===== config.mk =====
export PLATFORM = sky130hd
export DESIGN_NAME = tbp_ctrl
export DESIGN_NICKNAME = d
export VERILOG_FILES = /design/src/rtl/core/tbp_pkg.sv /design/src/rtl/core/tbp_ctrl.sv
export VERILOG_INCLUDE_DIRS = /design/src /design/src/rtl/core
export SDC_FILE = /design/constraint.sdc
export NUM_CORES = 1
export LEC_CHECK = 0
export BUFFER_PORTS_ARGS = -buffer_cell sky130_fd_sc_hd__buf_2
export CORE_UTILIZATION = 50
export CTS_BUF_LIST = sky130_fd_sc_hd__clkbuf_16
export DETAILED_ROUTE_END_ITERATION = 8
export PLACE_DENSITY_LB_ADDON = 0.15
export SLEW_MARGIN = 20
export SYNTH_ARGS = -nofsm -noshare
export SYNTH_HDL_FRONTEND = slang
export SYNTH_SLANG_ARGS = --single-unit

===== constraint.sdc =====
create_clock -name i_clk -period 2.39 [get_ports i_clk]
set_input_delay 0.239 -clock i_clk [delete_from_list [all_inputs] [get_ports i_clk]]
set_output_delay 0.239 -clock i_clk [all_outputs]
set_load 0.005 [all_outputs]

===== src/rtl/core/two_level_branch_predictor_macros.svh =====
// ---------------------------------------------------------------------------
// Assertion macros for the two-level branch predictor
// Shared concurrent assertion forms, sampled on the rising clock edge and
// disabled while the synchronous reset is asserted.
// ---------------------------------------------------------------------------
`ifndef TWO_LEVEL_BRANCH_PREDICTOR_MACROS_SVH
`define TWO_LEVEL_BRANCH_PREDICTOR_MACROS_SVH

// Same-cycle implication
`define TBP_ASSERT_IMP(label, clk, rst_n, ante, cons, msg) \
    label: assert property (@(posedge clk) disable iff (!(rst_n)) (ante) |-> (cons)) \
        else $error(msg);

// Next-cycle implication
`define TBP_ASSERT_NXT(label, clk, rst_n, ante, cons, msg) \
    label: assert property (@(posedge clk) disable iff (!(rst_n)) (ante) |=> (cons)) \
        else $error(msg);

// Invariant checked at every edge
`define TBP_ASSERT_ALW(label, clk, rst_n, expr, msg) \
    label: assert property (@(posedge clk) disable iff (!(rst_n)) (expr)) \
        else $error(msg);

`endif


===== src/rtl/core/tbp_pkg.sv =====
// ---------------------------------------------------------------------------
// tbp_pkg
// Types, constants and helpers shared by the branch predictor modules.
// ---------------------------------------------------------------------------
package tbp_pkg;

    // Address mixing hash
    localparam logic [63:0] HASH_MUL_A = 64'hFF51_AFD7_ED55_8CCD;
    localparam logic [63:0] HASH_MUL_B = 64'hC4CE_B9FE_1A85_EC53;
    localparam int          HASH_SHIFT = 33;

    // Saturation limits
    localparam logic [1:0]  CTR_MAX   = 2'd3;
    localparam logic [31:0] COUNT_MAX = 32'hFFFF_FFFF;

    // Width of the sequencer step index (covers up to 21 remainder steps)
    localparam int STEP_W = 5;

    // Register file
    localparam int   APB_ADDR_W       = 3;
    localparam logic REG_BRANCH_LIMIT = 1'b0;

    // Partial product select for the 64x64 low-half multiply
    localparam logic [1:0] PP_LL = 2'd0;
    localparam logic [1:0] PP_LH = 2'd1;
    localparam logic [1:0] PP_HL = 2'd2;

    // Accumulator operation
    localparam logic [1:0] ACC_HOLD = 2'd0;
    localparam logic [1:0] ACC_LOAD = 2'd1;
    localparam logic [1:0] ACC_ADD  = 2'd2;

    // Controller to datapath commands
    typedef struct packed {
        logic              clr_en;
        logic              load;
        logic              mul_en;
        logic [1:0]        pp_sel;
        logic              mul_pass;
        logic [1:0]        acc_op;
        logic              mix;
        logic              hist_rd;
        logic              rem_step;
        logic [STEP_W-1:0] step;
        logic              ctr_rd;
        logic              update;
    } t_dp_cmd;

    // Datapath to controller status
    typedef struct packed {
        logic clr_last;
        logic out_free;
    } t_dp_stat;

    // Number of shift-subtract steps that reduce a history modulo the pattern size
    function automatic int mod_steps(input int pat, input int hist_bits);
        int n;
        n = 0;
        for (int k = 0; k <= 20; k++) begin
            if ((longint'(pat) << k) < (longint'(1) << hist_bits)) begin
                n++;
            end
        end
        return n;
    endfunction

endpackage


===== src/rtl/core/tbp_ctrl.sv =====
// ---------------------------------------------------------------------------
// tbp_ctrl
// Sequencer: table clearing after reset, hash multiply steps, table reads,
// remainder steps and the final update of one branch item.
// ---------------------------------------------------------------------------
`include "two_level_branch_predictor_macros.svh"

module tbp_ctrl #(
    parameter int MOD_STEPS = 0
) (
    input  logic              i_clk,
    input  logic              i_rst_n,
    input  logic              i_in_valid,
    output logic              o_in_ready,
    input  tbp_pkg::t_dp_stat i_stat,
    output tbp_pkg::t_dp_cmd  o_cmd
);
    import tbp_pkg::*;

    localparam logic [2:0] S_CLEAR  = 3'd0;
    localparam logic [2:0] S_IDLE   = 3'd1;
    localparam logic [2:0] S_MUL    = 3'd2;
    localparam logic [2:0] S_MIX    = 3'd3;
    localparam logic [2:0] S_HREAD  = 3'd4;
    localparam logic [2:0] S_MOD    = 3'd5;
    localparam logic [2:0] S_CREAD  = 3'd6;
    localparam logic [2:0] S_UPDATE = 3'd7;

    localparam logic [STEP_W-1:0] MUL_LAST = STEP_W'(3);

    logic [2:0]        r_state;
    logic [2:0]        n_state;
    logic [STEP_W-1:0] r_step;
    logic [STEP_W-1:0] n_step;
    logic              r_pass;
    logic              n_pass;

    // Next state and command decode
    always_comb begin
        o_cmd      = '0;
        o_in_ready = 1'b0;
        n_state    = r_state;
        n_step     = r_step;
        n_pass     = r_pass;
        case (r_state)
            S_CLEAR: begin
                o_cmd.clr_en = 1'b1;
                if (i_stat.clr_last) begin
                    n_state = S_IDLE;
                end
            end
            S_IDLE: begin
                o_in_ready = 1'b1;
                if (i_in_valid) begin
                    o_cmd.load = 1'b1;
                    n_state    = S_MUL;
                    n_step     = '0;
                    n_pass     = 1'b0;
                end
            end
            S_MUL: begin
                o_cmd.mul_pass = r_pass;
                case (r_step[1:0])
                    2'd0: begin
                        o_cmd.mul_en = 1'b1;
                        o_cmd.pp_sel = PP_LL;
                    end
                    2'd1: begin
                        o_cmd.mul_en = 1'b1;
                        o_cmd.pp_sel = PP_LH;
                        o_cmd.acc_op = ACC_LOAD;
                    end
                    2'd2: begin
                        o_cmd.mul_en = 1'b1;
                        o_cmd.pp_sel = PP_HL;
                        o_cmd.acc_op = ACC_ADD;
                    end
                    default: begin
                        o_cmd.acc_op = ACC_ADD;
                    end
                endcase
                if (r_step == MUL_LAST) begin
                    n_step  = '0;
                    n_state = S_MIX;
                end else begin
                    n_step = r_step + STEP_W'(1);
                end
            end
            S_MIX: begin
                o_cmd.mix = 1'b1;
                if (r_pass) begin
                    n_state = S_HREAD;
                end else begin
                    n_pass  = 1'b1;
                    n_state = S_MUL;
                end
            end
            S_HREAD: begin
                o_cmd.hist_rd = 1'b1;
                if (MOD_STEPS > 0) begin
                    n_step  = STEP_W'(MOD_STEPS - 1);
                    n_state = S_MOD;
                end else begin
                    n_state = S_CREAD;
                end
            end
            S_MOD: begin
                o_cmd.rem_step = 1'b1;
                o_cmd.step     = r_step;
                if (r_step == '0) begin
                    n_state = S_CREAD;
                end else begin
                    n_step = r_step - STEP_W'(1);
                end
            end
            S_CREAD: begin
                o_cmd.ctr_rd = 1'b1;
                n_state      = S_UPDATE;
            end
            S_UPDATE: begin
                // hold until the output register can take the result
                if (i_stat.out_free) begin
                    o_cmd.update = 1'b1;
                    n_state      = S_IDLE;
                end
            end
            default: begin
                n_state = S_CLEAR;
            end
        endcase
    end

    // State registers
    always_ff @(posedge i_clk) begin
        if (!i_rst_n) begin
            r_state <= S_CLEAR;
            r_step  <= '0;
            r_pass  <= 1'b0;
        end else begin
            r_state <= n_state;
            r_step  <= n_step;
            r_pass  <= n_pass;
        end
    end

    `TBP_ASSERT_IMP(a_update_free, i_clk, i_rst_n, o_cmd.update, i_stat.out_free, "update while output busy")
    `TBP_ASSERT_ALW(a_cmd_excl, i_clk, i_rst_n, $onehot0({o_cmd.clr_en, o_cmd.load, o_cmd.hist_rd, o_cmd.ctr_rd, o_cmd.update}), "conflicting commands")
    `TBP_ASSERT_NXT(a_load_mul, i_clk, i_rst_n, o_cmd.load, r_state == S_MUL, "load not followed by hash")

endmodule


# Yosys cells after proc, flatten, opt, wreduce, memory -nomap -nowiden

Cells that the tools add are included.

Equal/unequal tests: 16
Reduce and logical (&&, ||, !) cells: 8
Muxes and demuxes: 26
Add/subtract/negate cells: 2

Operators by type and width:

| cell                | count |
|---|---|
| $pmux 3 s8          | 1 |
| $mux 3              | 6 |
| $mux 5              | 3 |
| $pmux 5 s3          | 1 |
| $eq 3x3->1 const B  | 4 |
| $mux 6              | 2 |
| $ne 2x2->1 const B  | 6 |
| $mux 1              | 10 |
| $pmux 3 s3          | 1 |
| $eq 3x2->1 const B  | 2 |
| $add 5x1->5 const B | 1 |
| $eq 5x2->1 const B  | 1 |
| $logic_not 5->1     | 1 |
| $reduce_and 5->1    | 1 |
| $sub 5x1->5 const B | 1 |
| $pmux 2 s2          | 1 |
| $eq 3x1->1 const B  | 1 |
| $logic_not 3->1     | 1 |
| $reduce_and 3->1    | 1 |
| $reduce_bool 3->1   | 1 |
| $eq 2x1->1 const B  | 1 |
| $eq 2x2->1 const B  | 1 |
| $logic_not 2->1     | 1 |
| $pmux 1 s2          | 1 |
| other kinds (2)     | 2 |

Logic and storage cells: 55
Output and inout port bits: 19
Bits in registers: 9
Input port bits: 5

# Logic depth before layout (Yosys ltp)

Depth in word-level cells: 3
Gate-level depth with buffers: 6
Mapped depth without buffers: 6

# Worst setup path before layout

No wires, ideal clock.

Path type: register to register
Start point: register r_step[0]
End point: register r_step[1]
Path buffers: 0
Required time: 2.271 ns
Arrival time: 1.619 ns
Setup time: 0.119 ns
Period minus slack after synthesis: 1.737 ns
Path slack: 0.653 ns
Stages on the path, launching flop included: 7
Path through: dfxtp_1 -> inv_1 -> ha_1 -> nor4b_2 -> and2_4 -> a211o_1 -> o221a_2

Word-level cells in the longest chain between the ends: 3
Elaborated cells on any way between the ends: 9
Those cells by class: 2 x add/sub; 2 x eq/ne; 3 x mux; 2 x reduce/logical

Ends and longest elaborated chain:

| item                                                  | RTL line        | source |
|---|---|---|
| from (decl)                                           | tbp_ctrl.sv:33  | `logic [STEP_W-1:0] r_step;` |
| from (signal assigned)                                | tbp_ctrl.sv:141 | `r_step <= n_step;` |
| $sub 5x1->5 (tied with other cells)                   | tbp_ctrl.sv:113 | `n_step = r_step - STEP_W'(1);` |
| $mux 5 (tied with other cells)                        | tbp_ctrl.sv:110 | `if (r_step == '0) begin` |
| $pmux 5 s3 / $reduce_and 3->1 (equally long branches) | n/a             |  |

Several ways; a longest one is shown, not always the timed one. The select of a mux whose other input is x is not followed.
A chain may end at the register's enable or synchronous reset.

# Worst setup path in the final report

Ends and elaborated chain as after synthesis.

==> results.py <==
metrics = {
    "clock_network": {
        "holdBufCountCts": 0,
        "cts_tree": "yes",
        "clkSinkCount": 9,
        "post_cts.repair.setup_buffers": 0,
        "h-tree-depth": 1,
        "clkSlewWorstSetupHoldPaths_ps": 40,
        "post_cts_resized": 0,
        "cts_buffers": 3,
        "root_buffer": "clkbuf_16",
        "clock_latency_ps": 230,
        "clk_path_buf_depth": 2,
    },
    "worst_setup_path": {
        "worstPathRequired_ps": 2510,
        "reg2reg_depth": 6,
        "critical_path_class": "reg -> reg",
        "cp_max_fo": 8,
        "worstSetupStartpointType": "flop",
        "arrival_ps": 2020,
        "critPathCaptureType": "flop",
    },
    "place": {
        "gp_congestion": 0.899,
        "hpwl_mm": 1.31,
        "placed_cells": 136,
        "portBuffers": 23,
    },
    "synth": {
        "synth_nets": 117,
        "ys_ff_latch": 9,
        "yosys_warnings": 0,
        "synth_edf_count": 0,
        "syn_avg_cell_area_um2": 7.60,
        "synth.area.top_cells": "dfxtp_1 22%, ha_1 9.3%, nor2_1 7.0%",
        "synth_top_cell_by_area": "dfxtp_1",
        "async_flop_share_pct": 0,
        "synth_top_area_share_pct": 22.4,
        "syn_area_um2": 806,
        "ys_seq_area_share_pct": 22.4,
        "synthFlopType": "dfxtp_1",
        "synthCells": 106,
        "synthDistinctLibCells": 37,
    },
    "global_route": {
        "grt_usage_pct": 22.1,
        "globalRouteOverflowTotal": 0,
        "grt_max_degree": 17,
        "grt_pass1_wl_mm": 2.97,
        "grt_pass1_vias": 685,
        "antenna_found_initial": 0,
    },
    "floorplan": {
        "boundaryPins": 24,
        "core_mm2": 0.00151,
        "rows": 14,
        "start_util_pct": 53.5,
        "dieArea_mm2": 0.00178,
        "die_w_um": 42.1,
        "fp.dieH_um": 42.1,
    },
    "cells_and_area": {
        "fin_nets": 136,
        "area_growth_pct": 20.2,
        "insertedDiodeCount": 0,
        "regArea_um2": 180,
        "drive_gt1_share_pct": 27.4,
        "nFillCells": 144,
        "fin_cells": 140,
        "multi_input_area_um2": 556,
    },
    "routing": {
        "drt-wirelength-per-cell_um": 12.8,
        "ant_nets": 0,
        "first_pass_iters": 4,
        "wl_met3_um": 101,
        "wl_met2_um": 824,
        "routed_via_density": 5.82,
        "route.vias.total": 815,
        "drc": 0,
        "top_layer": "met4",
        "drtIter0Drc": 39,
        "m1WireLength_um": 859,
        "routed_wl_mm": 1.79,
    },
    "sta": {
        "finalSetupTns_ps": 0,
        "fmax_mhz": 525,
        "rsz0062_at_grt": "false",
        "maxSlewViolCount": 0,
        "worstMarginPinSlew_ps": 524,
        "layout_min_cycle_time_ps": 1900,
        "hold_viol_final": 0,
        "maxSlewHeadroom_pct": 65.0,
        "fin_hold_ws_ps": 328,
        "fin_crit_sh_pct": 79.6,
        "finalSetupViolations": 0,
        "skew_ps": 0.411,
    },
    "run": {
        "maxCapViolCount": 0,
    },
    "power": {
        "power_mw": 0.523,
        "p_leak_nw": 0.471,
        "peakVddDrop_v": 0.000708,
        "power_density_mw_per_mm2": 541,
    },
    "run_status": {
        "status": "finished, final reports clean",
    },
    "worst_hold_path": {
        "holdCritPathClass": "in -> reg",
        "hold_depth": 3,
    },
}
worst paths after layout:
kind,from,to,slack (ps)
max,r_step[0]$_SDFFE_PN0P_,r_step[1]$_SDFFE_PN0P_,490
min,i_rst_n,r_step[2]$_SDFFE_PN0P_,330
max reg2reg,r_step[0]$_SDFFE_PN0P_,r_step[1]$_SDFFE_PN0P_,490
min reg2reg,r_pass$_SDFFE_PN0P_,r_pass$_SDFFE_PN0P_,550
logic make-up (layout without fill, tap and decap cells):
logic type | after synthesis | count (layout) | synth area share, %
flops | 9 | 9 | 22.4
buf+inv | 14 | 32 | 8.69
compound gates | 29 | 29 | 25.0
mux | 2 | 2 | 2.48
simple gates | 46 | 46 | 32.1
fa+ha+maj | 6 | 6 | 9.32
synth_stat cells, drive strengths merged (3+ instances only):
cell     n
a21oi    6
inv      5
nand2    5
clkbuf   4
dfxtp    9
o221a    3
ha       6
buf      5
nor2b    3
o21ai    9
nor3     3
and2     7
nand3    3
nor2    15
critical path: stages (launching register included):
cell and delay (ps):
dfxtp_1 460, inv_1 150, ha_1 270, nor4b_2 190, and2_4 180, a211o_1 270
o221a_2 260
flip-flops by register name, summed over array words and instances (netlist names):
signal   count
r_step       5
r_pass       1
r_state      3
area by class of cell:
cell class / count / share of cell area, %
Sequential cell: 9 / 18.6
Timing Repair Buffer: 23 / 11.9
Clock inverter: 1 / 0.388
Clock buffer: 3 / 7.75
Multi-Input combinational cell: 83 / 57.4
Inverter: 5 / 1.94
Tap cell: 16 / 2.07
report_power, final:
| group | switching (mW) | internal (mW) |
|---|---|---|
| combinational | 0.0369 | 0.0298 |
| sequential | 0.0132 | 0.157 |
| clock | 0.0689 | 0.218 |
layer usage:
layer	vias up	track usage [%]
li1	409	-
met1	383	29.1
met5	-	0
met4	0	5.63
met3	2	7.76
met2	21	34.7
cell usage in the layout (no fill, tap or decap), types with 2 or more instances in the layout:
cell type / instances
mux2i_1: 2
nor2b_1: 3
buf_2: 23
ha_1: 6
o221a_2: 2
inv_1: 6
o21ai_0: 9
a21boi_0: 2
a21oi_1: 6
nor3_1: 3
clkbuf_16: 3
nand3_1: 3
a32oi_1: 2
dfxtp_1: 9
and2_1: 6
nand2_1: 5
nor2_1: 15
nand2b_1: 2
stage by stage:
step / worst slack, ps / utilization (%) / cell area [um2]
after global routing: 379 / 64.3 / 968
after floorplan: 653 / - / 806
final: 487 / 64.3 / 968
after global placement: 571 / 59.1 / 890
after CTS: 489 / 64.3 / 968
after detailed placement: 495 / 59.1 / 890
Note: power is estimated with default switching activity, not from simulation.
